`src/sv/scf_pkg.sv`:
```
// shared types and constants of the sharpen and contrast filter
package scf_pkg;

  localparam int CFG_W         = 13;
  localparam int CFG_IDX_W     = 1;
  localparam int FW_BITS       = 11;
  localparam int FH_BITS       = 13;
  localparam int ROW_W         = 12;
  localparam int FRAME_W_RESET = 1024;
  localparam int FRAME_H_RESET = 768;
  localparam int HEIGHT_LIMIT  = 4096;
  localparam int QUEUE_DEPTH   = 2;

  localparam logic [CFG_IDX_W-1:0] REG_FRAME_WIDTH  = 1'b0;
  localparam logic [CFG_IDX_W-1:0] REG_FRAME_HEIGHT = 1'b1;

  typedef struct packed {
    logic [7:0] blue;
    logic [7:0] green;
    logic [7:0] red;
  } pix_t;

  typedef struct packed {
    logic is_pix;
    logic emit;
    logic interior;
    logic last;
    pix_t pix;
    pix_t up;
    pix_t mid;
  } scf_item_t;

endpackage

```
`src/sv/scf_queue.sv`:
```
// short item queue between front and back
module scf_queue import scf_pkg::*; (
  input  logic      clk,
  input  logic      rst,
  input  logic      push,
  input  scf_item_t item_in,
  output logic      full,
  output logic      valid,
  input  logic      pop,
  output scf_item_t item_out
);

  localparam int PW = $clog2(QUEUE_DEPTH);
  localparam int CW = $clog2(QUEUE_DEPTH + 1);

  scf_item_t     entries [QUEUE_DEPTH];
  logic [PW-1:0] wr_ptr, rd_ptr;
  logic [CW-1:0] count;

  assign full     = (count == CW'(QUEUE_DEPTH));
  assign valid    = (count != '0);
  assign item_out = entries[rd_ptr];

  always_ff @(posedge clk) begin
    if (rst) begin
      wr_ptr <= '0;
      rd_ptr <= '0;
      count  <= '0;
    end else begin
      if (push) wr_ptr <= (wr_ptr == PW'(QUEUE_DEPTH - 1)) ? '0 : wr_ptr + PW'(1);
      if (pop)  rd_ptr <= (rd_ptr == PW'(QUEUE_DEPTH - 1)) ? '0 : rd_ptr + PW'(1);
      if (push && !pop) begin
        count <= count + CW'(1);
      end else if (pop && !push) begin
        count <= count - CW'(1);
      end
    end
  end

  always_ff @(posedge clk) begin
    if (push) entries[wr_ptr] <= item_in;
  end

endmodule

```
`config.mk`:
```
export PLATFORM = sky130hd
export DESIGN_NAME = scf_queue
export DESIGN_NICKNAME = d
export VERILOG_FILES = /design/src/sv/scf_pkg.sv /design/src/sv/scf_queue.sv
export SDC_FILE = /design/constraint.sdc
export NUM_CORES = 1
export LEC_CHECK = 0
export BUFFER_PORTS_ARGS = -buffer_cell sky130_fd_sc_hd__buf_2
export CAP_MARGIN = 20
export CORE_MARGIN = 2
export CORE_UTILIZATION = 56
export DETAILED_ROUTE_END_ITERATION = 10
export HOLD_SLACK_MARGIN = 0.05
export PLACE_DENSITY = 0.88
export SLEW_MARGIN = 25
export SYNTH_ARGS = -nofsm -noshare
export SYNTH_HDL_FRONTEND = slang
export SYNTH_SLANG_ARGS = --single-unit
```
`constraint.sdc`:
```
create_clock -name clk -period 10.8 [get_ports clk]
set_input_delay 2.16 -clock clk [delete_from_list [all_inputs] [get_ports clk]]
set_output_delay 2.16 -clock clk [all_outputs]
set_load 0.005 [all_outputs]
```
Word level (Yosys, flattened, before mapping)
Memories as Yosys holds them, arrays and structs flattened. A register that Yosys moved wholly into a read port is not among the register bits.
Index checks and enable logic that the tools add are counted.
Operators by class
  $add $sub $neg: 4
  equality and inequality tests: 1
  reduce and logical (&&, ||, !) cells: 6
  multiplexer cells: 8
Operators by type and width (count)
  1-bit two-way mux: 6
  2-bit two-way mux: 2
  2-bit nonzero test: 2
  1-bit adder (second input constant): 2
  2-bit by 1-bit adder with 2-bit output (second input constant): 1
  2-bit equality test (second input constant): 1
  1-bit logical AND: 2
  1-bit zero test: 2
  2-bit by 1-bit subtractor with 2-bit output (second input constant): 1
Storage, ports and cells
  memory bits (writable): 152
  register bits after elaboration: 4
  logic and storage cells: 23
  memories: 1
  bits of input ports: 80
Memories
  entries: words 2, width 76, read ports 1, clocked after Yosys merged registers in 1, write ports 1, RTL line scf_queue.sv:16  | scf_item_t entries [QUEUE_DEPTH];

Logic depth before layout (Yosys ltp)
Gate-level depths: netlist of the first run.
  depth after elaboration: 4
  gate-level depth with buffers: 5
  gate-level depth less buffers: 5

Least setup slack after synthesis of the first run
Ideal clock, no wire load.
  path kind: input to register
  from: input port push
  to: memory entries[0][0] (netlist name) (enable)
  cell stages on the path: 1
  path slack: 4.793 ns
  data arrival time: 5.487 ns
  data required time: 10.280 ns
  path through: nor2b_1
Between the ends
  cells in the longest elaborated chain, start to end: 2
Ends and longest elaborated chain
  start: declaration: RTL line scf_queue.sv:5  | input logic push,
  1-bit two-way mux: RTL line scf_queue.sv:41  | if (push) entries[wr_ptr] <= item_in;
  1-bit two-way mux (not written as such): RTL line scf_queue.sv:41
  end: declaration: RTL line scf_queue.sv:16
Every way passes these cells.

==> out/results.tsv, run 1 <==
stage	metric	value	unit
sta	fin_hold_ws	518	ps
sta	rsz0062_at_grt	no	
worst_setup_path	cp_max_fo	43	
cells_and_area	final_common_cell	buf_2	
sta	setup_viol	0	
placed_design	hpwlAfterDp	6.51	mm
clock_network	cts-resized-gates	0	
drt	antenna_left	0	
pwr	p_per_area	192	nW/um2
global_routing	track_usage	18.4	%
floorplanning	initial_core_util	57.1	%
sta	clock.fmax	0.218	GHz
worst_setup_path	worst_ep_arrival_time	2430	ps
placed_design	io_buffers	157	
floorplanning	dieArea	11300	um2
floorplanning	num_io_pins	158	
sta	hold_viol	0	
cells_and_area	layout_common_cells	buf_2 (157), edfxtp_1 (152), mux2_4 (40), mux2_2 (36), clkbuf_16 (16)	
clock_network	cts_hold_buf	0	
drt	initialDrtViolationCount	129	
sta	slew_headroom	49.6	%
sta	worst_pin_slew	756	ps
drt	drc	0	
pwr	power	1.41	mW
hold_path	hold_depth	2	
drt	routedLengthMet1	3.82	mm
global_routing	grt_pass1_wl	15.3	mm
global_routing	antenna_found_initial	0	
yosys	synth_top_area_share	78.1	%
drt	vias	2939	
yosys	synth_area_leaders	edfxtp_1 (78%), mux2_4 (10%), mux2_2 (6.9%), dfxtp_1 (1.7%), buf_6 (0.77%)	
yosys	synth_top_family_by_area	multiplexers	
yosys	yosys_register_bits	157	
pwr	peakVddDrop	122	uV
cells_and_area	area_growth_syn_to_layout	25.4	%
yosys	synthAdderAreaFrac	0.214	%
yosys	syn_inst	258	
yosys	synth_top_area_cell	edfxtp_1	
clock_network	htree_levels	4	
floorplanning	die_w	106	um
sta	fin_crit	4590	ps
yosys	ys_warn_count	0	
sta	skew	9.11	ps
yosys	avgSynthCellArea	22.7	um2
drt	first_pass_iters	4	
clock_network	numClockSinks	157	
yosys	synthSimpleGateAreaFrac	0.792	%
run_status	outcome	finished, final reports clean	
drt	routed_wirelength	9.98	mm
clock_network	root_buffer	clkbuf_8	
floorplanning	core-area	10200	um2
flow_run	cap_violations	0	
placed_design	gp_congestion	0.690	
clock_network	cts.reportedPaths.clkPinSlew	60	ps
yosys	netlist-cell-type-count	18	
worst_setup_path	critPathLaunchType	register	
cells_and_area	drive_gt1_share	60.5	%
worst_setup_path	worstRegToRegCells	2	
floorplanning	num_rows	37	
hold_path	hp-start	rd_ptr$_SDFFE_PP0P_	
global_routing	grt_max_degree	77	
clock_network	cts_tree	done	
yosys	syn-num-nets	339	
worst_setup_path	worstSetupPathType	register to output pin	
drt	routed_via_density	5.09	
cells_and_area	nets	510	
yosys	seq_area_frac_synth	79.8	%
yosys	synth-xor-area-share	0.599	%
floorplanning	die_h	106	um
global_routing	grt_pass1_vias	3086	
cells_and_area	n_antenna_cell	0	
clock_network	ctsLongestPathBuffers	2	
worst_setup_path	end_kind	output pin	
drt	dr_wl_met3	730	um
drt	wl_met2	5.30	mm
worst_setup_path	r2r_end	entries[0][66]$_DFFE_PP_	
clock_network	cts_buffers	17	
worst_setup_path	crit_required	8640	ps
global_routing	overflow	0	
yosys	synth.cell_area	5850	um2
drt	wl_per_cell	17.3	um
yosys	synth_compound_area_share	0.171	%
hold_path	hp-class	register to register	
drt	dr.max_layer_used	met4	
sta	setup_tns	0	ps
clock_network	post-cts-setup-buffer-count	0	
worst_setup_path	r2r_start	wr_ptr$_SDFFE_PP0P_	
worst_setup_path	reg2reg_slack	8840	ps
hold_path	hold-path-endpoint	rd_ptr$_SDFFE_PP0P_	
pwr	p_leak	2.85	nW
sta	final_max_slew_viol_count	0	
yosys	synthMuxAreaShare	17.2	%
sta	fin_crit_sh	42.5	%
clock_network	clk_latency	520	ps
==> routing by layer <==
| layer | vias up | track usage [%] |
|---|---|---|
| met3 | 13 | 6.50 |
| met5 | - | 0 |
| met1 | 1438 | 21.2 |
| met2 | 124 | 31.5 |
| met4 | 0 | 7.05 |
| li1 | 1364 | - |
==> sequential cells by signal, indices dropped and copies added (netlist names), named ones only <==
name,cells
count,2
rd_ptr,1
wr_ptr,1
entries,152
==> synthesized netlist by cell type, drive strengths merged <==
library cell and count:
mux2 76, ha 1, or3 1, or2 1
xnor2 2, dfxtp 5, and2 1, buf 8
nor2 4, inv 1, a21oi 1, nor2b 2
edfxtp 152, xor2 2, o21ai 1
==> worst max-delay path by stage <==
stage / to / cells past startpoint / from
finish: item_out[55] / 3 / register
global route: item_out[55] / 3 / register
CTS: item_out[56] / 3 / register
detailed placement: item_out[56] / 3 / register
global placement: item_out[62] / 3 / register
floorplan: entries[0][0]$_DFFE_PP_ / 1 / push
==> final cells by class <==
| type | instances | area (um2) |
|---|---|---|
| Sequential cell | 157 | 4670 |
| Multi-Input combinational cell | 92 | 1120 |
| Inverter | 1 | 3.75 |
| Fill cell | 659 | 2900 |
| Tap cell | 136 | 170 |
| Clock inverter | 11 | 120 |
| Clock buffer | 20 | 425 |
| Timing Repair Buffer | 160 | 821 |
==> cells by family after synthesis <==
family	Yosys count
xor+xnor	4
compound gates	2
flops	157
mux	76
simple gates	9
fa+ha+maj	1
buf+inv	9
==> worst max-delay path, stage by stage (launching register included) <==
cell     delay [ps]
dfxtp_4         650
buf_4           670
mux2_2          420
buf_2           130
==> where the power goes <==
part           leakage (nW)  switching [mW]  internal [mW]
Combinational          1.13          0.0609         0.0770
Sequential             1.47          0.0152          0.711
Clock                 0.251           0.220          0.326
==> through the flow <==
| step | std cells | util (%) | setup WS [ps] | cell area, um2 |
|---|---|---|---|---|
| 6_report | 577 | 71.6 | 6210 | 7330 |
| 5_1_grt | 577 | 71.6 | 6070 | 7330 |
| 3_5_place_dp | 545 | 66.1 | 6700 | 6760 |
| 2_1_floorplan | 258 | - | 4790 | 5850 |
| 4_1_cts | 576 | 71.4 | 6140 | 7310 |
| 3_3_place_gp | 545 | 66.1 | 6750 | 6760 |
(Power assumes the default switching activity.)
==> inputs of run 2 (changes only) <==
CORE_UTILIZATION = 47   (was 56)
PLACE_DENSITY = 0.8   (was 0.88)
clock period = 3.7 ns   (was 10.8 ns; I/O delays follow)
==> run 2 against run 1 <==
Sequential cell count unchanged. Setup slack worse by 5300 ps. Register-to-register slack worse by 6600 ps. Final cell count up 6.2%. First-iteration DRC count up 40%. Final area up 2.8%. Sequential power rose to 2.9 times the previous value. Clock skew down 5.5 ps. Critical endpoint is now item_out[58]. Via count up 0.61%.
==> out/results.tsv, run 2 (synthesized netlist as in run 1, its figures left out) <==
stage	metric	value	unit
run_status	outcome	finished, final reports clean	
global_routing	gr-usage-met2	26.4	%
drt	wl_per_cell	16.4	um
worst_setup_path	cp_max_fo	36	
sta	worst_pin_slew	614	ps
drt	first_pass_iters	4	
sta	setup_viol	0	
global_routing	grt_max_degree	77	
sta	setup_tns	0	ps
global_routing	antenna_found_initial	0	
drt	initialDrtViolationCount	180	
global_routing	track_usage	15.4	%
clock_network	cts_hold_buf	0	
sta	fin_crit	2810	ps
global_routing	busiest_layer	met2	
clock_network	root_buffer	clkbuf_16	
cells_and_area	drive_gt1_share	61.6	%
pwr	p_per_area	592	nW/um2
clock_network	htree_levels	4	
worst_setup_path	path_cells	buf_4 > mux2_2 > buf_2	
cells_and_area	regMostFlops	entries	
global_routing	overflow	0	
floorplanning	core-area	12100	um2
worst_setup_path	crit_required	2960	ps
clock_network	cts-resized-gates	0	
sta	clock.fmax	0.356	GHz
drt	routed_via_density	4.82	
drt	antenna_left	0	
clock_network	cts_tree	done	
drt	routed_wirelength	10.1	mm
placed_design	hpwlAfterDp	6.64	mm
pwr	peakVddDrop	436	uV
placed_design	gp_congestion	0.684	
worst_setup_path	cp_slowest_cell	dfxtp_4	
sta	fin_crit_sh	75.8	%
clock_network	numClockSinks	157	
hold_path	hp-class	input pin to register	
clock_network	cts.reportedPaths.clkPinSlew	60	ps
floorplanning	die_w	116	um
cells_and_area	area_growth_syn_to_layout	28.8	%
cells_and_area	n_antenna_cell	0	
floorplanning	die_h	116	um
worst_setup_path	worstSetupPathType	register to output pin	
cells_and_area	final_common_cell	buf_2	
floorplanning	num_io_pins	158	
clock_network	clk_latency	410	ps
floorplanning	dieArea	13300	um2
floorplanning	initial_core_util	48.5	%
worst_setup_path	end_kind	output pin	
flow_run	cap_violations	0	
cells_and_area	largest_reg_flops	152	
sta	fin_hold_ws	517	ps
global_routing	grt_pass1_wl	15.0	mm
cells_and_area	reg_top3	entries (152), count (2)	
sta	skew	3.60	ps
clock_network	post-cts-setup-buffer-count	0	
worst_setup_path	worst_ep_arrival_time	2070	ps
floorplanning	num_rows	40	
clock_network	cts_buffers	17	
drt	vias	2957	
global_routing	globalRouteMet1Util	17.0	%
worst_setup_path	critPathLaunchType	register	
cells_and_area	nets	513	
cells_and_area	layout_common_cells	buf_2 (157), edfxtp_1 (152), mux2_4 (40), mux2_2 (36), clkbuf_16 (17)	
worst_setup_path	cp_slowest_stage_delay	730	ps
global_routing	grt_pass1_vias	3090	
global_routing	grt_util_met3	5.39	%
placed_design	io_buffers	157	
pwr	p_leak	2.94	nW
clock_network	ctsLongestPathBuffers	2	
sta	final_max_slew_viol_count	0	
sta	rsz0062_at_grt	no	
drt	drc	0	
sta	hold_viol	0	
sta	slew_headroom	59.1	%
## run 2: cell types whose count changed in the layout (fill, tap and decap cells not counted), moves of 2 or more
| cell | delta |
|---|---|
| buf_4 | +3 |
| bufinv_16 | +3 |
| clkbuf_8 | +4 |
| clkbuf_1 | -2 |
| clkinv_2 | -2 |
## run 2: metal layers
metal	share of wire [%]	vias to the layer above
met5	0	-
met4	1.7	0
met3	7.7	17
met2	52	113
met1	39	1460
li1	-	1367
## run 2: final timing paths
| path | slack [ps] | endpoint | start | depth (start not counted) |
|---|---|---|---|---|
| worst max register to register | 2200 | entries[1][26]$_DFFE_PP_ | wr_ptr$_SDFFE_PP0P_ | 2 |
| worst max-delay path | 890 | item_out[58] | register | 3 |
| worst min-delay path | 520 | entries[0][58]$_DFFE_PP_ | item_in[58] | 1 |
| worst min register to register | 520 | count[1]$_SDFFE_PP0P_ | count[1]$_SDFFE_PP0P_ | 2 |
## run 2: cell type report
type / count / area (um2)
clock buffers: 23 / 498
clock inverters: 9 / 180
fillers: 878 / 4530
inverters: 1 / 3.75
multi-input cells: 92 / 1120
flip-flops and latches: 157 / 4670
well taps: 168 / 210
repair buffers: 163 / 851
## run 2: power breakdown
part	switching [mW]	internal [mW]	leakage, nW
logic	0.176	0.229	1.15
clock network	0.644	1.29	0.318
registers	0.0470	2.07	1.47
## run 2: worst max-delay path, delay by kind of cell (launching register included)
kind	cells	cell delay, ps
muxes	1	380
buffers and inverters	2	540
DFF	1	730
## run 2: metrics by stage
| step | setup WS (ps) | area [um2] | utilization [%] | power [mW] | cells |
|---|---|---|---|---|---|
| floorplan | 537 | 5850 | - | 2.38 | 258 |
| global placement | 1290 | 6830 | 56.6 | 2.55 | 580 |
| detailed placement | 1250 | 6830 | 56.6 | 2.57 | 580 |
| CTS | 808 | 7500 | 62.2 | 4.50 | 612 |
| global route | 744 | 7530 | 62.4 | 4.61 | 613 |
| finish | 894 | 7530 | 62.4 | 4.46 | 613 |
==> inputs of run 3 (changes only) <==
clock period = 2.47 ns   (was 3.7 ns; I/O delays follow)
==> run 3 against run 2 <==
Die area stayed put. Utilization is 0.55 points lower. Critical path depth stayed put. Register-to-register slack worse by 1100 ps. Routed wire length is 1.1% lower. Sequential cell count stayed put. Final area is 0.88% lower. Sequential share of layout area is 0.55 points higher. Global-route usage is 0.20 points lower. Final cell count stayed put. Clock skew is 3.0 ps higher. Non-clock buffer count stayed put. Critical endpoint is now item_out[13]. Largest cell class unchanged.
==> out/results.tsv, run 3 (synthesized netlist as in run 1, its figures left out) <==
stage	metric	value	unit
run_status	outcome	finished, final reports clean	
clock_network	cts_tree	done	
placed_design	gp_congestion	0.666	
cells_and_area	nets	513	
worst_setup_path	worstSetupPathType	register to output pin	
cells_and_area	area_growth_syn_to_layout	27.7	%
worst_setup_path	end_kind	output pin	
cells_and_area	layout_common_cells	buf_2 (157), edfxtp_1 (152), mux2_4 (40), mux2_2 (36), clkbuf_16 (17)	
sta	slew_headroom	72.9	%
hold_path	hp-class	input pin to register	
sta	setup_viol	0	
pwr	peakVddDrop	498	uV
global_routing	grt_pass1_wl	15.0	mm
sta	layout_setup_ws	213	ps
cells_and_area	final_common_cell	buf_2	
sta	skew	6.58	ps
drt	initialDrtViolationCount	191	
floorplanning	core-area	12100	um2
global_routing	grt_max_degree	49	
cells_and_area	largest_reg_flops	152	
global_routing	track_usage	15.2	%
cells_and_area	reg_top3	entries (152), count (2)	
worst_setup_path	crit_required	1980	ps
placed_design	dp.cells	581	
placed_design	io_buffers	157	
drt	drc	0	
clock_network	htree_levels	4	
hold_path	hp-start	item_in[7]	
worst_setup_path	worstRegToRegCells	2	
worst_setup_path	critPathLaunchType	register	
drt	antenna_left	0	
clock_network	numClockSinks	157	
pwr	power	6.32	mW
drt	routed_wirelength	9.96	mm
worst_setup_path	r2r_end	entries[1][12]$_DFFE_PP_	
drt	wl_per_cell	16.3	um
cells_and_area	regMostFlops	entries	
floorplanning	num_rows	40	
global_routing	overflow	0	
floorplanning	dieArea	13300	um2
worst_setup_path	r2r_start	wr_ptr$_SDFFE_PP0P_	
cells_and_area	final_util	61.9	%
clock_network	cts-resized-gates	0	
floorplanning	die_w	116	um
clock_network	post-cts-setup-buffer-count	0	
clock_network	cts.reportedPaths.clkPinSlew	60	ps
sta	worst_pin_slew	406	ps
global_routing	grt_pass1_vias	3030	
drt	vias	2891	
cells_and_area	stdcell_count	613	
sta	fin_crit_sh	91.4	%
drt	routed_via_density	4.72	
flow_run	cap_violations	0	
hold_path	hold-path-endpoint	entries[0][7]$_DFFE_PP_	
placed_design	pre_cts_ws	625	ps
hold_path	hold_depth	1	
floorplanning	initial_core_util	48.5	%
sta	final_max_slew_viol_count	0	
placed_design	hpwlAfterDp	6.69	mm
clock_network	root_buffer	clkbuf_16	
pwr	p_per_area	847	nW/um2
floorplanning	num_io_pins	158	
clock_network	clk_latency	410	ps
global_routing	antenna_found_initial	1	
clock_network	cts_buffers	17	
cells_and_area	n_antenna_cell	0	
drt	first_pass_iters	5	
floorplanning	die_h	116	um
cells_and_area	drive_gt1_share	60.9	%
worst_setup_path	reg2reg_slack	1130	ps
sta	rsz0062_at_grt	no	
clock_network	ctsLongestPathBuffers	2	
worst_setup_path	cp_max_fo	31	
worst_setup_path	worst_ep_arrival_time	1760	ps
sta	hold_viol	0	
sta	clock.fmax	0.443	GHz
pwr	p_leak	2.90	nW
sta	setup_tns	0	ps
sta	fin_crit	2260	ps
cells_and_area	fill_cells	879	
clock_network	cts_hold_buf	0	
run 3: cell count changes in the layout (fill, tap and decap cells not counted), sizes merged:
cell	previous run	this run
clkinvlp	4	3
clkbuf	23	19
clkinv	0	7
bufinv	5	3
run 3: worst max-delay path: stages, from the launching register on:
cell and delay [ps]:
dfxtp_4 550, buf_12 270, mux2_2 370, buf_2 130
run 3: worst max path at each step:
stage | endpoint | slack (ps) | cells past startpoint
2_1_floorplan | entries[0][0]$_DFFE_PP_ | 390 | 1
3_3_place_gp | item_out[13] | 630 | 3
4_1_cts | item_out[13] | 180 | 3
3_5_place_dp | item_out[13] | 620 | 3
6_report | item_out[13] | 210 | 3
5_1_grt | item_out[13] | 140 | 3
run 3: per-stage QoR:
stage / instance area, um2 / hold slack [ps]
3_3_place_gp: 6880 / 474
4_1_cts: 7460 / 246
3_5_place_dp: 6880 / 494
6_report: 7460 / 269
2_1_floorplan: 5850 / 456
5_1_grt: 7460 / 248
run 3: per-layer routing:
| layer | wire [um] | vias up | global-route usage [%] | part of all wire (%) |
|---|---|---|---|---|
| met5 | 0 | - | 0 | 0 |
| met4 | 165 | 0 | 6.99 | 1.7 |
| met3 | 715 | 13 | 5.70 | 7.2 |
| met2 | 5150 | 104 | 25.8 | 52 |
| met1 | 3930 | 1406 | 17.1 | 39 |
| li1 | - | 1368 | - | - |
run 3: area by class of cell:
cell class / count / area, um2 / share of cell area [%]
Sequential cell: 157 / 4670 / 62.5
Multi-Input combinational cell: 92 / 1120 / 15.0
Timing Repair Buffer: 163 / 881 / 11.8
Clock buffer: 19 / 433 / 5.80
Tap cell: 168 / 210 / 2.82
Clock inverter: 13 / 149 / 1.99
Inverter: 1 / 3.75 / 0.0503
run 3: power breakdown:
part	internal, mW	leakage, nW	total, mW	switching, mW
clock network	1.57	0.278	2.53	0.957
registers	3.11	1.47	3.16	0.0577
logic	0.353	1.16	0.628	0.276
