===== src/sv/scf_pkg.sv =====
// shared types and constants of the sharpen and contrast filter
package scf_pkg;

  localparam int CFG_W         = 13;
  localparam int CFG_IDX_W     = 1;
  localparam int FW_BITS       = 11;
  localparam int FH_BITS       = 13;
  localparam int ROW_W         = 12;
  localparam int FRAME_W_RESET = 1024;
  localparam int FRAME_H_RESET = 768;
  localparam int HEIGHT_LIMIT  = 4096;
  localparam int QUEUE_DEPTH   = 2;

  localparam logic [CFG_IDX_W-1:0] REG_FRAME_WIDTH  = 1'b0;
  localparam logic [CFG_IDX_W-1:0] REG_FRAME_HEIGHT = 1'b1;

  typedef struct packed {
    logic [7:0] blue;
    logic [7:0] green;
    logic [7:0] red;
  } pix_t;

  typedef struct packed {
    logic is_pix;
    logic emit;
    logic interior;
    logic last;
    pix_t pix;
    pix_t up;
    pix_t mid;
  } scf_item_t;

endpackage


===== src/sv/scf_back.sv =====
// back end: 3x3 window, sharpen, contrast and output register
module scf_back import scf_pkg::*; (
  input  logic        clk,
  input  logic        rst,
  input  logic        q_valid,
  output logic        q_pop,
  input  scf_item_t   q_item,
  output logic        m_tvalid,
  input  logic        m_tready,
  output logic [23:0] m_tdata,
  output logic        m_tlast
);

  pix_t       win [3][3];
  logic [7:0] vr [3][3];
  logic [7:0] vg [3][3];
  logic [7:0] vb [3][3];
  logic       en;
  logic       b1_valid, b1_drain, b1_interior, b1_last;
  pix_t       b1_pix, sel;
  logic       b2_valid, b2_last;
  pix_t       b2_pix;

  function automatic logic [7:0] sharpen(input logic [7:0] v [3][3]);
    logic signed [12:0] sum;
    sum = '0;
    for (int k = 0; k < 3; k++) begin
      for (int j = 0; j < 3; j++) begin
        if (k == 1 && j == 1) begin
          sum = sum + 13'sd9 * $signed({5'b0, v[k][j]});
        end else begin
          sum = sum - $signed({5'b0, v[k][j]});
        end
      end
    end
    if (sum < 0) begin
      return 8'd0;
    end else if (sum > 13'sd255) begin
      return 8'd255;
    end
    return sum[7:0];
  endfunction

  // clamp((3v - 128) >> 1, 0, 255)
  function automatic logic [7:0] contrast(input logic [7:0] v);
    logic [9:0] t;
    logic [8:0] d;
    t = {2'b0, v} + {1'b0, v, 1'b0};
    d = 9'((t - 10'd128) >> 1);
    if (t < 10'd128) begin
      return 8'd0;
    end else if (d > 9'd255) begin
      return 8'd255;
    end
    return d[7:0];
  endfunction

  assign en    = !m_tvalid || m_tready;
  assign q_pop = en && q_valid;

  always_ff @(posedge clk) begin
    if (rst) begin
      for (int k = 0; k < 3; k++) begin
        for (int j = 0; j < 3; j++) begin
          win[k][j] <= '0;
        end
      end
    end else if (q_pop && q_item.is_pix) begin
      win[0]    <= win[1];
      win[1]    <= win[2];
      win[2][0] <= q_item.up;
      win[2][1] <= q_item.mid;
      win[2][2] <= q_item.pix;
    end
  end

  always_comb begin
    for (int k = 0; k < 3; k++) begin
      for (int j = 0; j < 3; j++) begin
        vr[k][j] = win[k][j].red;
        vg[k][j] = win[k][j].green;
        vb[k][j] = win[k][j].blue;
      end
    end
    if (b1_drain) begin
      sel = b1_pix;
    end else if (b1_interior) begin
      sel.red   = sharpen(vr);
      sel.green = sharpen(vg);
      sel.blue  = sharpen(vb);
    end else begin
      sel = win[1][1];
    end
  end

  always_ff @(posedge clk) begin
    if (rst) begin
      b1_valid <= 1'b0;
      b2_valid <= 1'b0;
      m_tvalid <= 1'b0;
    end else if (en) begin
      b1_valid <= q_pop && q_item.emit;
      b2_valid <= b1_valid;
      m_tvalid <= b2_valid;
    end
  end

  always_ff @(posedge clk) begin
    if (en) begin
      b1_drain    <= !q_item.is_pix;
      b1_interior <= q_item.interior;
      b1_last     <= q_item.last;
      b1_pix      <= q_item.pix;
      b2_pix      <= sel;
      b2_last     <= b1_last;
      m_tdata     <= {contrast(b2_pix.blue), contrast(b2_pix.green), contrast(b2_pix.red)};
      m_tlast     <= b2_last;
    end
  end

endmodule


===== config.mk =====
export PLATFORM = sky130hd
export DESIGN_NAME = scf_back
export DESIGN_NICKNAME = d
export VERILOG_FILES = /design/src/sv/scf_pkg.sv /design/src/sv/scf_back.sv
export SDC_FILE = /design/constraint.sdc
export NUM_CORES = 1
export LEC_CHECK = 0
export BUFFER_PORTS_ARGS = -buffer_cell sky130_fd_sc_hd__buf_2
export CORE_AREA = 3 3 257 259
export CTS_BUF_LIST = sky130_fd_sc_hd__clkbuf_16
export CTS_CLUSTER_DIAMETER = 100
export DETAILED_ROUTE_END_ITERATION = 16
export DIE_AREA = 0 0 260 262
export GPL_ROUTABILITY_DRIVEN = 0
export PLACE_DENSITY = 0.55
export REMOVE_ABC_BUFFERS = 1
export SLEW_MARGIN = 25
export SYNTH_ARGS = -nofsm -noshare
export SYNTH_HDL_FRONTEND = slang
export SYNTH_SLANG_ARGS = --single-unit

===== constraint.sdc =====
create_clock -name clk -period 20.2 [get_ports clk]
set_input_delay 2.02 -clock clk [delete_from_list [all_inputs] [get_ports clk]]
set_output_delay 2.02 -clock clk [all_outputs]
set_load 0.01 [all_outputs]

## Word level (Yosys, flattened, before mapping)

Memories as Yosys holds them, arrays and structs flattened.
Index checks and enable logic that the tools add are counted.

| word-level totals | value |
|---|---|
| latch bits | 0 |
| input port bits | 80 |
| memories kept | 1 |
| logic and storage cells | 180 |
| ROM bits | 0 |
| output and inout port bits | 27 |
| bits in registers | 80 |
| memory bits (writable) | 216 |

| cells by class | value |
|---|---|
| shifts and indexed selects | 0 |
| $mul | 3 |
| bitwise operators | 5 |
| mux-type cells | 105 |
| reduce and logical (&&, ||, !) cells | 6 |
| div/mod/pow operators | 0 |
| add/sub/neg operators | 33 |
| equality and inequality tests | 0 |
| order comparisons | 12 |

Memories:

| name | depth | bits a word | rd ports | clocked after Yosys merged registers in | wr ports | line | RTL |
|---|---|---|---|---|---|---|---|
| win | 3 | 72 | 3 | 0 | 3 | scf_back.sv:14 | `pix_t win [3][3];` |

Operators with widths:

| kind | count |
|---|---|
| 13-bit two-way mux | 54 |
| 13-bit by 9-bit subtractor with 13-bit output | 21 |
| 72-bit two-way mux | 2 |
| 8-bit two-way mux | 18 |
| 24-bit two-way mux | 5 |
| 13-bit adder | 3 |
| 13-bit by 9-bit greater-than comparator with 1-bit output (second input constant) | 3 |
| 13-bit by 1-bit less-than comparator with 1-bit output (second input constant) | 3 |
| 4-bit by 8-bit multiplier with 12-bit output (first input constant) | 3 |
| 8-bit by 9-bit adder with 10-bit output | 3 |
| 10-bit by 8-bit less-than comparator with 1-bit output (second input constant) | 3 |
| 10-bit by 8-bit subtractor with 10-bit output (second input constant) | 3 |
| 9-bit by 8-bit greater-than comparator with 1-bit output (second input constant) | 3 |
| 1-bit by 8-bit subtractor with 9-bit output (first input constant) | 3 |
| 1-bit two-way mux | 26 |
| 1-bit bitwise OR | 5 |
| 1-bit logical AND | 3 |
| 1-bit zero test | 2 |
| 1-bit logical OR | 1 |

## Longest topological paths before layout

Gate-level depths: netlist (run 1).

| depth | value |
|---|---|
| depth in word-level cells | 35 |
| gate-level depth with buffers | 44 |
| depth with buffers taken out | 44 |

## Least setup slack after synthesis (run 1)

OpenSTA, ideal clock, no wires.

| timing path | value |
|---|---|
| path type | input port to flip-flop |
| from | input m_tready |
| to | memory win[0][0] (netlist name) (enable) |
| path slack | 9808 ps |
| setup time | 615 ps |
| stages on the path | 6 |
| data required time | 19585 ps |
| buffers on the path | 2 |
| data arrival time | 9777 ps |
| cells stage by stage | nand2b_1 and2_1 nand2_1 clkbuf_1 clkbuf_1 nand2b_1 |

RTL lines:

| item | line | RTL |
|---|---|---|
| start: declaration | scf_back.sv:9 | `input logic m_tready,` |
| end: declaration | scf_back.sv:14 |  |

==> run_results.csv, run 1 <==
group,metric,value,unit
sta,finClkSkew,39.4,ps
clock_network,holdBufCountCts,0,
global_route,track_usage,17.8,%
synth,netlist_area,0.0236,mm^2
worst_setup_path,crit_arrival,9430,ps
synth,synth-edff-count,293,
sta,fmax,111,MHz
synth,synthCells,2429,
worst_setup_path,start_kind,"register",
worst_setup_path,crit_slowest_cell,"edfxtp_1",
outcome,status,"complete, no violations",
worst_setup_path,critPathMaxFanout,8,
sta,grt_setup_unrepaired,"false",
global_route,grt_pass1_vias,18200,
routing,drtAntennaViolNets,0,
sta,drv_slew,0,
sta,slew_headroom,32.4,%
clock_network,clock_latency,580,ps
worst_setup_path,cpMostUsedCell,"ha_1",
worst_setup_path,cp.required,20590,ps
sta,tightest_slew,1010,ps
clock_network,post-cts-setup-buffer-count,0,
global_route,busiest_layer,"met2",
final_layout,seq_area,0.00886,mm^2
synth,yosysTopAreaCellShare,37.3,%
synth,yosys.area.top_type,"edfxtp_1",
placement,place_hpwl,45.1,mm
clock_network,cts_resized,0,
global_route,grt_overflow_total,0,
sta,fin_crit_sh,44.7,%
worst_setup_path,critPathKind,"register to register",
global_route,grt_pass1_wl,96.3,mm
sta,final.min_clock_period,9030,ps
die,rows,93,
clock_network,h-tree-depth,2,
sta,final_hold_viol_count,0,
clock_network,path_clk_slew,60,ps
final_layout,fin_nets,2917,
clock_network,cts_sinks,296,
synth,syn_avg_cell_area,9.71,um^2
routing,wl_per_cell,17.6,um
final_layout,multi_input_area,0.0136,mm^2
worst_setup_path,endpoint_kind,"register",
clock_network,cts_buffers,39,
sta,tns,0,ps
clock_network,cts_buffer_depth,3,
synth,yosysWarnings,0,
die,ios,107,
global_route,antenna_found_initial,3,
die,dieArea,0.0681,mm^2
final_layout,syn2layout_area_growth,11.9,%
synth,synthArstFlopShare,0,%
global_route,grt_max_degree,81,
min_path,hold_path.class,"register to register",
synth,ys_ff_latch,296,
routing,wirelength,60.3,mm
routing,num_vias,17900,
global_route,use_met1,24.3,%
routing,drt-initial-drc-count,1265,
synth,ys.flop_type,"edfxtp_1",
flow_run,drv_cap,0,
final_layout,fillers,6213,
die,core,0.0641,mm^2
placement,portBuffers,106,
final_layout,drive_gt1_share,8.85,%
clock_network,root_buffer,"clkbuf_16",
worst_setup_path,cp_slowest_stage_delay,440,ps
synth,ys_seq_area_share,37.6,%
clock_network,cts_tree,"done",
sta,setup_viol,0,
routing,drc,0,
die,dieWidth,260,um
routing,via_per_inst,5.24,
global_route,use_met3,2.20,%
global_route,grtUsageMet2,29.4,%
die,start_util,36.8,%
die,die_y,262,um
synth,ys_types,87,
synth,ys_top_cells_by_area,"edfxtp_1 (37%), ha_1 (14%), xnor2_1 (4.8%)",
routing,firstDrtPassIters,6,
cell families after synthesis:
group	Yosys count	share of synthesized area (%)
buffers and inverters	313	4.98
multiplexers	10	0.446
adder cells (fa/ha/maj)	300	16.9
AO/OA/AOI/OAI	564	15.8
XOR/XNOR	195	7.84
flip-flops	296	37.6
AND/OR/NAND/NOR	751	16.5
per-layer routing:
metal	routed length, um	part of all wire, %
met2	27400	45
met3	2970	4.9
met1	28300	47
met5	0	0
met4	1660	2.7
worst paths after layout:
path,endpoint,cells past startpoint,startpoint,slack (ps)
min,m_tlast,0,b2_last,420
min reg2reg,m_tlast,0,b2_last,420
max reg2reg,b2_pix[20],37,win[0][64],11170
max,b2_pix[20],37,win[0][64],11170
per-stage QoR:
stage / hold WS, ps / instances / area [um^2] / setup WS, ps / util (%)
finish: 418 / 3422 / 26400 / 11170 / 41.2
global route: 427 / 3421 / 26400 / 10490 / 41.2
CTS: 420 / 3421 / 26400 / 11150 / 41.2
detailed placement: 405 / 3351 / 25100 / 11220 / 39.2
global placement: 400 / 3351 / 25100 / 11340 / 39.2
floorplan: 400 / 2381 / 23400 / 7520 / -
critical path: cells and delay by family, from the launching register on:
family          cells  cell delay (ps)
compound gates     16             3620
fa+ha+maj           9             2770
simple gates        6             1040
xor+xnor            5              830
flops               1              440
buf+inv             1               90
cell usage in the layout, fill, tap and decap left out, drive strengths merged, types with 5 or more instances in the layout:
cell type and instances:
edfxtp 293, inv 273, ha 270, nor2 176, nor3 149, o21ai 149
xnor2 134, and2 128, buf 115, a21oi 111, nand2 87, nor2b 66
xor2 57, o21a 52, a21o 46, nand2b 40, clkbuf 39, a21boi 33
fa 30, o21bai 25, nand3 24, a22oi 24, or3 21, a31o 16
clkinv 16, o31a 14, nand4 14, a31oi 12, a211oi 11, and3 11
o22ai 10, o211ai 8, nor4 8, or2 7, mux2i 6, o31ai 6
a211o 5, o41ai 5
flip-flops by register name, indices dropped and copies added (netlist names), 24 cells and up:
register / flops
b1_pix: 24
b2_pix: 24
m_tdata: 24
win: 216
final cells by class:
type                    instances  area share, %
diodes                          1        0.00948
clock buffers                  39           3.70
clock inverters                31           1.10
inverters                     265           3.77
multi-input cells            1820           51.5
flip-flops and latches        296           33.6
well taps                     855           4.05
repair buffers                115           2.28
cell usage after synthesis, types with 6 or more instances:
| master | instances |
|---|---|
| inv_1 | 265 |
| nand2b_1 | 40 |
| o21a_1 | 52 |
| xor2_1 | 54 |
| o22ai_1 | 10 |
| a31o_2 | 16 |
| nor4_1 | 7 |
| a22oi_1 | 24 |
| fa_1 | 30 |
| mux2i_1 | 6 |
| and2_1 | 122 |
| nand3_1 | 24 |
| nand4_1 | 14 |
| o31a_1 | 14 |
| edfxtp_1 | 293 |
| a211oi_1 | 11 |
| o211ai_1 | 8 |
| nand2_1 | 86 |
| clkbuf_1 | 46 |
| a21o_1 | 46 |
| nor3_1 | 148 |
| a21boi_0 | 32 |
| o21bai_1 | 25 |
| and3_1 | 10 |
| xnor2_1 | 130 |
| or3_1 | 21 |
| or2_2 | 7 |
| ha_1 | 270 |
| o21ai_1 | 23 |
| nor2_1 | 176 |
| a21oi_1 | 108 |
| nor2b_1 | 66 |
| o21ai_0 | 125 |
| a31oi_1 | 12 |
Power of run 1 is left out: the tool's default activity adds up to more than one toggle a clock period on the data nets, which glitch-free logic cannot reach.
==> run 2: changes to the inputs <==
clock period = 9 ns   (was 20.2 ns; I/O delays follow)
==> run_results.csv, run 2 (synthesis gave the netlist of run 1 again) <==
group,metric,value,unit
outcome,status,"complete, no violations",
sta,grt_setup_unrepaired,"false",
global_route,grt_pass1_vias,18200,
worst_setup_path,cp.required,9400,ps
worst_setup_path,start_kind,"register",
sta,slew_headroom,29.2,%
die,dieArea,0.0681,mm^2
final_layout,diodes,0,
global_route,track_usage,17.5,%
final_layout,largest_reg_flops,216,
global_route,antenna_found_initial,3,
global_route,grt_pass1_wl,95.3,mm
sta,finClkSkew,28.1,ps
routing,drc,0,
placement,portBuffers,106,
worst_setup_path,cpMostUsedCell,"ha_1",
final_layout,fillers,6166,
worst_setup_path,crit_slowest_cell,"fa_1",
clock_network,cts_buffer_depth,3,
routing,wl_per_cell,17.6,um
die,core,0.0641,mm^2
final_layout,fin_nets,2926,
sta,final.min_clock_period,8420,ps
routing,via_per_inst,5.23,
final_layout,layout_commonest_cell,"edfxtp_1",
sta,tightest_slew,1060,ps
global_route,grt_max_degree,109,
clock_network,holdBufCountCts,0,
worst_setup_path,crit_arrival,8820,ps
clock_network,cts_buffers,39,
sta,tns,0,ps
clock_network,root_buffer,"clkbuf_16",
clock_network,clock_latency,580,ps
sta,fmax,119,MHz
flow_run,drv_cap,0,
min_path,hold_path.class,"register to register",
global_route,grt_overflow_total,0,
die,die_y,262,um
die,dieWidth,260,um
worst_setup_path,critPathKind,"register to register",
final_layout,drive_gt1_share,10.1,%
sta,final_hold_viol_count,0,
routing,drtAntennaViolNets,0,
die,rows,93,
clock_network,h-tree-depth,2,
final_layout,final_cell_mix,"edfxtp_1 (293), inv_1 (273), ha_1 (269)",
sta,drv_slew,0,
clock_network,path_clk_slew,60,ps
worst_setup_path,endpoint_kind,"register",
sta,fin_crit_sh,93.6,%
worst_setup_path,critPathMaxFanout,8,
routing,wirelength,60.2,mm
final_layout,regMostFlops,"win",
final_layout,syn2layout_area_growth,13.0,%
routing,firstDrtPassIters,5,
clock_network,cts_sinks,296,
die,ios,107,
sta,setup_viol,0,
routing,drt-initial-drc-count,1091,
placement,place_hpwl,44.7,mm
clock_network,cts_tree,"done",
routing,num_vias,17900,
worst_setup_path,cp_slowest_stage_delay,560,ps
die,start_util,36.8,%
-- run 2: routing by layer --
metal  routed length, um  vias up  GRT usage [%]
met5                  13        -              0
met1               28000     8500           23.4
met3                2940      120           2.77
met2               27200      400           28.7
met4                2080        2           6.60
li1                    -     8907              -
-- run 2: final cells by class --
type	instances	area, um^2	area share (%)
inverter	265	995	3.73
tap	855	1070	4.01
timing repair buffer	124	672	2.52
clock inverter	31	314	1.18
clock buffer	39	976	3.66
sequential	296	8860	33.2
multi-input combinational	1820	13800	51.7
-- run 2: per-stage QoR --
step | hold slack, ps | instance area (um^2) | worst slack (ps) | std cells | utilization (%)
floorplan | 400 | 23400 | -2560 | 2381 | -
global placement | 401 | 25100 | 182 | 3350 | 39.2
detailed placement | 406 | 25100 | -128 | 3350 | 39.2
CTS | 421 | 26400 | 3.15 | 3420 | 41.2
global route | 429 | 26700 | 16.7 | 3430 | 41.6
finish | 421 | 26700 | 578 | 3430 | 41.6
-- run 2: worst paths after layout --
kind              start    endpoint  slack, ps  depth (start not counted)
max reg2reg  win[0][64]  b2_pix[20]        580                         41
max          win[0][64]  b2_pix[20]        580                         41
min             b2_last     m_tlast        420                          0
min reg2reg     b2_last     m_tlast        420                          0
-- run 2: worst max-delay path: cells and delay by family (launching register included) --
| family | cells | cell delay (ps) |
|---|---|---|
| fa+ha+maj | 9 | 2900 |
| compound gates | 17 | 3080 |
| simple gates | 9 | 1250 |
| flops | 1 | 350 |
| xor+xnor | 3 | 460 |
| buf+inv | 3 | 180 |
-- run 2: repair_timing --
action / CTS / global route
setup buffers: 0 / 10
pin swaps: 0 / 4
gates resized for setup: 2 / 48
cloned: 0 / 0
setup endpoints to repair: 8 / 24
Power of run 2 is left out for the same reason.
==> run 3: changes to the inputs <==
BUFFER_PORTS_ARGS = -buffer_cell sky130_fd_sc_hd__buf_4   (was -buffer_cell sky130_fd_sc_hd__buf_2)
PLACE_DENSITY = 0.54   (was 0.55)
==> run_results.csv, run 3 (synthesis gave the netlist of run 1 again) <==
group,metric,value,unit
routing,drt-initial-drc-count,1190,
die,core,0.0641,mm^2
final_layout,final_cell_mix,"edfxtp_1 (293), inv_1 (273), ha_1 (270)",
final_layout,syn2layout_area_growth,13.5,%
clock_network,root_buffer,"clkbuf_16",
die,rows,93,
routing,drc,0,
global_route,grt_max_degree,74,
routing,num_vias,17900,
min_path,hold_path.class,"register to register",
global_route,antenna_found_initial,0,
placement,portBuffers,106,
worst_setup_path,endpoint_kind,"register",
sta,setup_viol,0,
clock_network,h-tree-depth,2,
worst_setup_path,start_kind,"register",
routing,via_per_inst,5.24,
routing,firstDrtPassIters,5,
worst_setup_path,r2r_start,"win[0][48]",
die,ios,107,
clock_network,clock_latency,570,ps
clock_network,holdBufCountCts,0,
min_path,holdPathEnd,"m_tlast",
routing,m1WireLength,28.0,mm
final_layout,fillers,6238,
routing,drtAntennaViolNets,0,
sta,grt_setup_unrepaired,"true",
worst_setup_path,crit_arrival,8840,ps
final_layout,multi_input_area,0.0137,mm^2
final_layout,layout_commonest_cell,"edfxtp_1",
routing,dr_wl_met2,27.3,mm
flow_run,drv_cap,0,
global_route,grt_overflow_total,0,
worst_setup_path,cpMostUsedCell,"ha_1",
die,dieWidth,260,um
final_layout,seq_area,0.00886,mm^2
global_route,track_usage,17.6,%
final_layout,fin_nets,2924,
sta,fin_crit_sh,93.9,%
min_path,holdCritStartpoint,"b2_last",
die,die_y,262,um
sta,final_hold_viol_count,0,
final_layout,diodes,0,
clock_network,cts_tree,"done",
worst_setup_path,cp.required,9390,ps
clock_network,path_clk_slew,60,ps
final_layout,largest_reg_flops,216,
worst_setup_path,reg2reg_depth,38,
final_layout,postLayoutCoreUtil,41.7,%
routing,routed.top_layer,"met4",
clock_network,cts_sinks,296,
sta,worst_slack,552,ps
worst_setup_path,r2r-end,"b2_pix[0]",
worst_setup_path,crit_slowest_cell,"a311o_1",
routing,route.met3.wl,3.19,mm
sta,drv_slew,0,
final_layout,regMostFlops,"win",
placement,place_area,0.0254,mm^2
sta,fmax,118,MHz
worst_setup_path,cp_slowest_stage_delay,450,ps
die,dieArea,0.0681,mm^2
routing,wl_per_cell,17.6,um
routing,wirelength,60.2,mm
placement,place_hpwl,45.2,mm
min_path,hold_depth,0,
sta,tightest_slew,1020,ps
final_layout,drive_gt1_share,9.72,%
clock_network,cts_buffers,40,
sta,final.min_clock_period,8450,ps
sta,whs,417,ps
worst_setup_path,r2r_slack,550,ps
worst_setup_path,critPathKind,"register to register",
global_route,grt_pass1_wl,95.3,mm
final_layout,fin_area,0.0268,mm^2
placement,post-place-ws,-79.4,ps
worst_setup_path,critPathMaxFanout,8,
sta,finClkSkew,24.6,ps
outcome,status,"complete, no violations",
global_route,grt_pass1_vias,18100,
clock_network,cts_buffer_depth,3,
sta,slew_headroom,32.2,%
die,start_util,36.8,%
[run 3: area by class of cell]
| type | instances | share of cell area [%] |
|---|---|---|
| clock buffer | 40 | 3.74 |
| clock inverter | 30 | 0.813 |
| sequential | 296 | 33.1 |
| inverter | 265 | 3.72 |
| multi-input combinational | 1820 | 51.2 |
| timing repair buffer | 121 | 3.47 |
| tap | 855 | 4.00 |
[run 3: how the worst max path moves through the flow]
| stage | end | cells after the start | startpoint |
|---|---|---|---|
| 2_1_floorplan | win[0][0] | 4 | m_tready |
| 3_5_place_dp | b2_pix[21] | 37 | win[0][64] |
| 3_3_place_gp | b2_pix[21] | 37 | win[0][64] |
| 5_1_grt | b2_pix[21] | 41 | win[0][65] |
| 6_report | b2_pix[0] | 38 | win[0][48] |
| 4_1_cts | b2_pix[21] | 40 | win[0][64] |
[run 3: metal layers]
metal  global-route usage, %  vias up
met1                    23.5     8545
met2                    29.0      398
met5                       0        -
met3                    3.12       91
met4                    5.75        0
li1                        -     8912
[run 3: critical path, delay by kind of cell, from the launching register on]
| family | cells | cell delay [ps] |
|---|---|---|
| XOR/XNOR | 3 | 400 |
| adder cells (fa/ha/maj) | 8 | 2510 |
| AND/OR/NAND/NOR | 7 | 850 |
| multiplexers | 1 | 310 |
| buffers and inverters | 2 | 200 |
| flip-flops | 1 | 410 |
| AO/OA/AOI/OAI | 17 | 3630 |
[run 3: per-stage QoR]
| stage | std cells | setup TNS (ps) |
|---|---|---|
| 2_1_floorplan | 2381 | -552990 |
| 3_3_place_gp | 3352 | 0 |
| 3_5_place_dp | 3353 | -125 |
| 4_1_cts | 3423 | 0 |
| 5_1_grt | 3427 | -24.9 |
| 6_report | 3427 | 0 |
[run 3: timing repair]
item                       CTS  global route
resized for setup            2            38
buffers inserted             0             4
pin swaps                    0             7
setup endpoints to repair    8            24
Power of run 3 is left out for the same reason.
